==> src/sv/cpa_ram.sv <==
// ----------------------------------------------------------------------------
// cpa_ram
// Generic simple dual-port RAM, one write and one registered read port.
// ----------------------------------------------------------------------------
module cpa_ram #(
    parameter int WIDTH = 8,
    parameter int DEPTH = 16
) (
    input  logic                     clk,
    input  logic                     we,
    input  logic [$clog2(DEPTH)-1:0] waddr,
    input  logic [WIDTH-1:0]         wdata,
    input  logic                     re,
    input  logic [$clog2(DEPTH)-1:0] raddr,
    output logic [WIDTH-1:0]         rdata
);

    logic [WIDTH-1:0] mem [DEPTH];

    always_ff @(posedge clk) begin
        if (we) begin
            mem[waddr] <= wdata;
        end
        if (re) begin
            rdata <= mem[raddr];
        end
    end

endmodule
==> config.mk <==
export PLATFORM = sky130hd
export DESIGN_NAME = cpa_ram
export DESIGN_NICKNAME = d
export VERILOG_FILES = /design/src/sv/cpa_ram.sv
export SDC_FILE = /design/constraint.sdc
export NUM_CORES = 1
export LEC_CHECK = 0
export BUFFER_PORTS_ARGS = -buffer_cell sky130_fd_sc_hd__buf_2
export CAP_MARGIN = 20
export CORE_MARGIN = 1.5
export CORE_UTILIZATION = 55
export DETAILED_ROUTE_END_ITERATION = 7
export MAX_ROUTING_LAYER = met4
export PLACE_DENSITY = 0.78
export SYNTH_ARGS = -nofsm -noshare
export SYNTH_HDL_FRONTEND = slang
export SYNTH_SLANG_ARGS = --single-unit
==> constraint.sdc <==
create_clock -name clk -period 2.31 [get_ports clk]
set_input_delay 0.1155 -clock clk [delete_from_list [all_inputs] [get_ports clk]]
set_output_delay 0.1155 -clock clk [all_outputs]
set_load 0.1 [all_outputs]
==> flow_summary.ini, run 1 <==
[final_layout]
drive_gt1_frac = 0.3102
fillCellCount = 573
layout_commonest_cell = edfxtp_1
final_util = 0.6815
layout_common_cells = edfxtp_1 (136), buf_2 (26), mux4_2 (18)
fin_nets = 310
area_growth_pct = 20.46
instances_no_fill = 432
fin_area_mm2 = 0.006297
insertedDiodeCount = 0

[setup_path]
critical_path.max_stage_delay_ns = 0.50
cp_slowest_cell = mux4_2
cp_data_required_time_ns = 2.57
cp_cell_sequence = mux4_2 -> a22oi_1 -> nand2_1
cp-start-kind = flop
crit_type = flop to flop
path_max_fanout = 1
rrSetupSlack_ns = 0.81
reg2reg_depth = 3
path_buf_inv = 0
path_delay_family = multiplexers
crit_arrival_ns = 1.76
end_kind = flop
timing.rr.end = rdata[4]
r2r_start = mem[7][4]

[routing]
firstDrtPassIters = 4
drt-total-wl_um = 10220
viasPerCell = 6.035
first_iter_violations = 239
post-route-drc-count = 0
wire_per_inst_um = 23.66
final_antenna_net_count = 0
vias = 2607

[global_route]
grt_max_degree = 17
grt_overflow = 0
grt_pass1_wl_um = 15530
antenna_found_initial = 0
grt_pass1_vias = 2689
track_usage = 0.2340

[sta]
slew_viol_final = 0
grt_setup_unrepaired = no
skew_ns = 0.008771
slew_headroom = 0.4590
tightest_slew_ns = 0.8084
setup_ws_ns = 0.8053
min_period_over_period = 0.6514
fmax_mhz = 664.6
hold_slack_ns = 0.1269
final_hold_viol_count = 0
fin_tns_setup_ns = 0
period_needed_ns = 1.505
setup_viol = 0

[synth]
netlist_area_mm2 = 0.005228
ys_ff_latch = 136
netlist_instances = 229
synth.distinct_cells = 18
yosysSeqAreaShare = 0.7812
syn-num-nets = 248
avgSynthCellArea_um2 = 22.83
yosys_warnings = 0

[die]
dieWidth_um = 100.5
io_pins = 27
core_area_mm2 = 0.009240
start_util = 0.5657
dieArea_mm2 = 0.01010
fp.dieH_um = 100.5
rows = 35

[placed_design]
dpl_worst_slack_ns = 0.5130
io_buffers = 26
gp_congestion = 0.7451
dpl_cell_area_mm2 = 0.005593
dp_hpwl_um = 6061
placed_cells = 392

[power_and_ir_drop]
peakVddDrop_mv = 0.6395
leakage_nw = 2.142
p_per_area_mw_per_mm2 = 940.9
fin_total_pwr_mw = 5.925

[clocking]
cts_buffer_depth = 2
cts_tree = done
htreeDepth = 4
clock-sinks = 136
numCtsBuffers = 17
clock_latency_ns = 0.52
post_cts_resized = 0
cts_root_buf = clkbuf_8
clk_pin_slew_ns = 0.06

[job]
max_cap_viol_count = 0

[run_status]
run_status = finished clean

[hold_path]
min_delay_path_depth = 3
min_to = mem[6][3]
hp-class = primary input to flop
hp-start = waddr[2]
-- registers in the layout, indices dropped and copies added, names as in the netlist --
signal  cells
rdata       8
mem       128
-- how the worst max path moves through the flow --
stage	startpoint	to	cells after the start
2_1_floorplan	waddr[2]	mem[0][0]	2
3_3_place_gp	raddr[0]	rdata[1]	5
3_5_place_dp	raddr[0]	rdata[1]	5
4_1_cts	mem[1][1]	rdata[1]	3
5_1_grt	mem[7][4]	rdata[4]	3
6_report	mem[7][4]	rdata[4]	3
-- report_power, final --
| group | switching [mW] | total (mW) | internal (mW) |
|---|---|---|---|
| combinational | 0.228 | 0.347 | 0.119 |
| clock | 1.02 | 2.78 | 1.76 |
| sequential | 0.0174 | 2.80 | 2.78 |
| total | 1.27 | 5.93 | 4.66 |
-- Yosys cell counts --
master	count	share of area
nand2b_1	2	0.0024
nand3b_1	2	0.0029
nor3_1	4	0.0038
nor2_1	13	0.0093
nand3_1	1	0.00096
and2_1	1	0.0012
edfxtp_1	136	0.78
nand2_1	9	0.0065
buf_4	1	0.0014
mux4_1	14	0.070
buf_6	3	0.0065
buf_2	3	0.0029
a22oi_1	16	0.023
clkdlybuf4s25_2	3	0.0057
or3b_2	1	0.0017
and2b_1	1	0.0014
mux4_2	18	0.078
nor2b_1	1	0.0012
-- cell type report --
| cell class | instances | area, um2 | area share |
|---|---|---|---|
| Sequential cell | 136 | 4084 | 0.6485 |
| Multi-Input combinational cell | 83 | 1057 | 0.1679 |
| Clock buffer | 17 | 414.1 | 0.06577 |
| Timing Repair Buffer | 53 | 380.4 | 0.06040 |
| Clock inverter | 14 | 200.2 | 0.03179 |
| Tap cell | 129 | 161.4 | 0.02563 |
-- worst reg2reg max path: stages (launching register included) --
cell and delay, ns:
edfxtp_1 0.38, mux4_2 0.50, a22oi_1 0.27, nand2_1 0.10
-- repair_timing --
item,CTS,global route
hold endpoints to repair,105,11
buffers inserted,0,0
hold buffers,8,1
-- cells by family (layout without fill, tap and decap cells) --
family,count (synthesis),in the layout,share of synthesized area
AO/OA/AOI/OAI,16,16,0.02298
buffers and inverters,10,84,0.01651
flip-flops,136,136,0.7812
multiplexers,32,32,0.1479
AND/OR/NAND/NOR,35,35,0.03136
-- layer usage --
layer	share of wire	global-route usage	vias up
met3	0.073	0.07143	16
met5	0	-	-
met4	0.017	0.09426	0
met2	0.52	0.3485	134
met1	0.39	0.3068	1343
li1	-	-	1114
No activity file was read; power rests on OpenSTA's default activity.
==> inputs of run 2 (changes only) <==
ABC_AREA = 1   (was default)
PLACE_DENSITY = 0.8   (was 0.78)
clock period = 1.31 ns   (was 2.31 ns; I/O delays follow)
==> run 2 against run 1 <==
  * Register-to-register slack worse by 0.70 ns
  * Sequential cell count is the same
  * Synthesized area increased by 12%
  * First-iteration DRC count up 52%
  * Via count up 54%
  * Sequential share of layout area is 5.9 points lower
  * Design area up 10%
==> flow_summary.ini, run 2 <==
[synth]
yosysTopAreaCellShare = 0.6985
yosysSeqAreaShare = 0.6985
netlist_area_mm2 = 0.005847
ys_ff_latch = 136
yosys_warnings = 0
ys.flop_type = edfxtp_1
synth.distinct_cells = 11
avgSynthCellArea_um2 = 10.61
syn-num-nets = 570
synth_largest_area_cell = edfxtp_1
yosysMostFrequentCell = nand2_1
netlist_top_cells_count = nand2_1 (173), edfxtp_1 (136), inv_1 (100)
async_reset_ff_frac = 0
netlist_instances = 551
synth_area_leaders = edfxtp_1 (70%), nand2_1 (11%), nand3_1 (8.3%)
synth_edf_count = 136

[routing]
post-route-drc-count = 0
vias = 4024
drt-total-wl_um = 13120
final_antenna_net_count = 0
wire_per_inst_um = 17.37
viasPerCell = 5.330
firstDrtPassIters = 5
first_iter_violations = 363

[global_route]
grt_pass1_wl_um = 20710
grt_overflow = 0
antenna_found_initial = 0
grt_max_degree = 33
track_usage = 0.2592
grt_pass1_vias = 3907

[final_layout]
layout_common_cells = nand2_1 (173), edfxtp_1 (136), inv_1 (100)
regMostFlops = mem
area_growth_pct = 18.45
fillCellCount = 733
fin_nets = 625
final_util = 0.6708
multi_input_area_mm2 = 0.001214
insertedDiodeCount = 0
ff_latch_area_mm2 = 0.004084
largest_reg_flops = 128
drive_gt1_frac = 0.1341
layout_commonest_cell = nand2_1
reg_top3 = mem: 128 flops, rdata: 8 flops

[sta]
tightest_slew_ns = 0.6029
skew_ns = 0.005801
final_hold_viol_count = 0
period_needed_ns = 1.274
setup_viol = 0
hold_slack_ns = 0.03812
slew_viol_final = 0
fmax_mhz = 785.0
min_period_over_period = 0.9724
slew_headroom = 0.5975
grt_setup_unrepaired = no

[clocking]
clock_latency_ns = 0.53
cts_tree = done
clock-sinks = 136
numCtsBuffers = 17
cts_setup_buffers = 0
cts_buffer_depth = 2
cts_root_buf = clkbuf_8
htreeDepth = 4
clk_pin_slew_ns = 0.06

[hold_path]
hp-class = primary input to flop
min_delay_path_depth = 4
min_to = rdata[1]
hp-start = raddr[2]

[setup_path]
cp_slowest_cell = edfxtp_1
path_delay_family = flip-flops
crit_type = flop to primary output
cp-start-kind = flop
crit_arrival_ns = 1.21
timing.rr.end = rdata[4]
path_max_fanout = 1
cp_cell_sequence = buf_4
path_buf_inv = 1
end_kind = primary output
critical_path.max_stage_delay_ns = 0.38
r2r_start = mem[7][4]
rrSetupSlack_ns = 0.11
cp_data_required_time_ns = 1.24
reg2reg_depth = 6

[power_and_ir_drop]
peakVddDrop_mv = 1.108
p_per_area_mw_per_mm2 = 1509
leakage_nw = 2.998

[placed_design]
dp_hpwl_um = 7858
io_buffers = 26
gp_congestion = 0.8286

[job]
max_cap_viol_count = 0

[die]
rows = 37
fp.dieH_um = 106.1
io_pins = 27
dieArea_mm2 = 0.01126
start_util = 0.5664
dieWidth_um = 106.1
core_area_mm2 = 0.01032

[run_status]
run_status = finished clean
## run 2: changes by cell type after synthesis, moves of 4 or more
cell / before / now
a22oi_1: 16 / 0
buf_2: 3 / 13
inv_1: 0 / 100
mux4_1: 14 / 0
mux4_2: 18 / 0
nand2_1: 9 / 173
nand3_1: 1 / 97
nor2_1: 13 / 17
nor3_1: 4 / 0
## run 2: worst max path at each step
stage                   from         end  slack, ns  cells after the start
global route        rdata[0]    rdata[0]       0.01                      1
floorplan           waddr[2]  mem[10][0]       0.29                      2
global placement    raddr[0]    rdata[0]       0.03                      7
finish              rdata[3]    rdata[3]       0.04                      1
detailed placement  raddr[0]    rdata[2]     -0.005                      7
CTS                 rdata[2]    rdata[2]       0.01                      1
## run 2: worst register-to-register path: stages, from the launching register on
cell and delay, ns:
edfxtp_1 0.37, inv_1 0.07, nand2_1 0.05, nand3_1 0.11, nand3_1 0.13, nand3_1 0.15
nand2_1 0.07
## run 2: kinds of logic (layout without fill, tap and decap cells)
group                  count (synthesis)  count (layout)  share of synthesized area
and+or+nand+nor                      289             289                     0.2076
DFF                                  136             136                     0.6985
buffers and inverters                126             194                    0.09394
## run 2: final cells by class
| cell class | instances | area share |
|---|---|---|
| clock buffer | 17 | 0.05980 |
| multi-input combinational | 289 | 0.1752 |
| inverter | 102 | 0.05528 |
| sequential | 136 | 0.5897 |
| clock inverter | 15 | 0.02547 |
| tap | 136 | 0.02457 |
| timing repair buffer | 60 | 0.06992 |
## run 2: metrics by stage
stage / instance area [um2] / instances / power [mW] / worst slack (ns) / setup TNS [ns]
CTS: 6922 / 755 / 10.47 / 0.01189 / 0
global route: 6925 / 755 / 10.75 / 0.01327 / 0
detailed placement: 6211 / 713 / 5.766 / -0.005462 / -0.007492
finish: 6925 / 755 / 10.45 / 0.03616 / 0
floorplan: 5847 / 551 / 5.511 / 0.2937 / 0
global placement: 6211 / 713 / 5.746 / 0.02787 / 0
## run 2: layer usage
layer / up-vias / part of all wire / global-route usage
met5: - / 0 / -
met4: 0 / 0.020 / 0.09653
met3: 27 / 0.082 / 0.05212
met2: 202 / 0.50 / 0.4060
met1: 1899 / 0.40 / 0.3390
li1: 1896 / - / -
## run 2: where the power goes
| group | internal, mW | switching, mW | total (mW) |
|---|---|---|---|
| Sequential | 4.90 | 0.0301 | 4.93 |
| Combinational | 0.219 | 0.573 | 0.792 |
| Clock | 2.90 | 1.83 | 4.72 |
## run 2: repair_timing
action | CTS | global route
endpoints found under the hold margin | 139 | 0
resized for setup | 8 | 1
endpoints found under the setup margin | 8 | 1
hold buffers | 10 | 0
==> inputs of run 3 (changes only) <==
ABC_AREA = default   (was 1)
CORE_UTILIZATION = 40   (was 55)
PLACE_DENSITY = 0.63   (was 0.8)
==> run 3 against run 2 <==
  * The flow now finishes with violations (negative setup slack)
  * Highest routed layer unchanged
  * Power is 3.8% lower
  * Final cell count decreased by 36%
  * Largest power group unchanged
  * Largest cell class unchanged
  * Maximum frequency shrank 11%
  * Critical endpoint is now rdata[5]
  * Global-route usage shrank 9.8 points
==> flow_summary.ini, run 3 (synthesized netlist as in run 1, its figures left out) <==
[run_status]
run_status = finished, violations left
violations = negative setup slack

[final_layout]
regMostFlops = mem
fin_nets = 316
layout_commonest_cell = edfxtp_1
instances_no_fill = 482
reg_top3 = mem: 128 flops, rdata: 8 flops
insertedDiodeCount = 0
fillCellCount = 1040
largest_reg_flops = 128
area_growth_pct = 20.87
drive_gt1_frac = 0.4161
layout_common_cells = edfxtp_1 (136), buf_4 (32), mux4_2 (30)

[power_and_ir_drop]
swShare = 0.2277
pwr-share-comb = 0.064
fin_total_pwr_mw = 10.05
p_clk_frac = 0.445
p_per_area_mw_per_mm2 = 1591
p_int_mw = 7.763
power_frac_seq = 0.491
leakage_nw = 2.104
peakVddDrop_mv = 1.081
power.switching_mw = 2.288

[placed_design]
dp_hpwl_um = 6799
dpl_worst_slack_ns = -0.3416
placed_cells = 450
gp_congestion = 0.7353
io_buffers = 26

[setup_path]
cp_data_required_time_ns = 1.46
crit_arrival_ns = 1.59
path_buf_inv = 0
cp_slowest_cell = mux4_2
critical_path.max_stage_delay_ns = 0.50
cp-start-kind = flop
crit_type = flop to flop
cp_cell_sequence = mux4_2 -> a22oi_2 -> nand2_1
end_kind = flop
path_max_fanout = 1
path_delay_family = multiplexers

[routing]
vias = 2481
post-route-drc-count = 0
drt-total-wl_um = 10120
final_antenna_net_count = 0
first_iter_violations = 314
wire_per_inst_um = 20.99
viasPerCell = 5.147
firstDrtPassIters = 4

[die]
fp.dieH_um = 117.3
core_area_mm2 = 0.01267
io_pins = 27
dieArea_mm2 = 0.01376
dieWidth_um = 117.3
rows = 41
start_util = 0.4126

[global_route]
antenna_found_initial = 0
grtUsageMet2 = 0.2415
grt_pass1_wl_um = 15620
top_usage_layer = met2
grt_pass1_vias = 2628
grt_overflow = 0
grt_max_degree = 20
use_met1 = 0.2169
grt_use_met3 = 0.03599
track_usage = 0.1616

[clocking]
postCtsHoldBufs = 0
cts_buffer_depth = 2
clock_latency_ns = 0.41
clock-sinks = 136
cts_root_buf = clkbuf_16
cts_tree = done
numCtsBuffers = 17
clk_pin_slew_ns = 0.06
htreeDepth = 4

[job]
max_cap_viol_count = 0

[sta]
setup_ws_ns = -0.1288
skew_ns = 0.008494
tightest_slew_ns = 0.9243
fmax_mhz = 695.0
min_period_over_period = 1.098
grt_setup_unrepaired = yes
final_hold_viol_count = 0
slew_viol_final = 0
setup_viol = 8
slew_headroom = 0.3815
period_needed_ns = 1.439

[hold_path]
hp-class = primary input to flop
==> run 3: power groups by stage <==
stage	registers, mW	logic, mW	clock network, mW
floorplan	5.17	0.253	0
global placement	5.02	0.619	0
detailed placement	5.02	0.626	0
CTS	4.93	0.638	4.54
global route	4.94	0.683	4.72
finish	4.93	0.643	4.48
==> run 3: final timing paths <==
path / start / to / slack [ns] / cells past startpoint
max: mem[3][5] / rdata[5] / -0.13 / 3
min: re / rdata[3] / 0.03 / 1
max reg2reg: mem[3][5] / rdata[5] / -0.13 / 3
min reg2reg: mem[12][1] / rdata[1] / 0.77 / 3
==> run 3: area by class of cell <==
| type | count | area (um2) | area share |
|---|---|---|---|
| flip-flops and latches | 136 | 4084 | 0.6463 |
| multi-input cells | 83 | 1047 | 0.1657 |
| clock buffers | 17 | 425.4 | 0.06733 |
| repair buffers | 59 | 405.4 | 0.06416 |
| well taps | 172 | 215.2 | 0.03406 |
| clock inverters | 15 | 141.4 | 0.02238 |
==> run 3: layer usage <==
metal  vias up  routed length, um
met5         -                  0
met3        11                594
li1       1106                  -
met1      1282               4626
met4         0                131
met2        82               4763
==> run 3: what timing repair did <==
| item | in CTS | in global routing |
|---|---|---|
| setup endpoints to repair | 9 | 8 |
| setup buffers | 0 | 0 |
| gates resized for setup | 8 | 10 |
| pin swaps | 3 | 2 |
| hold endpoints to repair | 0 | 0 |
==> run 3: metrics by stage <==
step | hold WS (ns) | TNS (ns) | area (um2) | utilization
after floorplan | 0.1644 | -0.6483 | 5240 | -
after global placement | 0.4549 | -2.595 | 5761 | 0.4546
after detailed placement | 0.4537 | -2.734 | 5761 | 0.4546
after CTS | 0.02156 | -0.9171 | 6321 | 0.4989
after global routing | 0.02587 | -1.030 | 6319 | 0.4987
final | 0.02819 | -0.6735 | 6319 | 0.4987
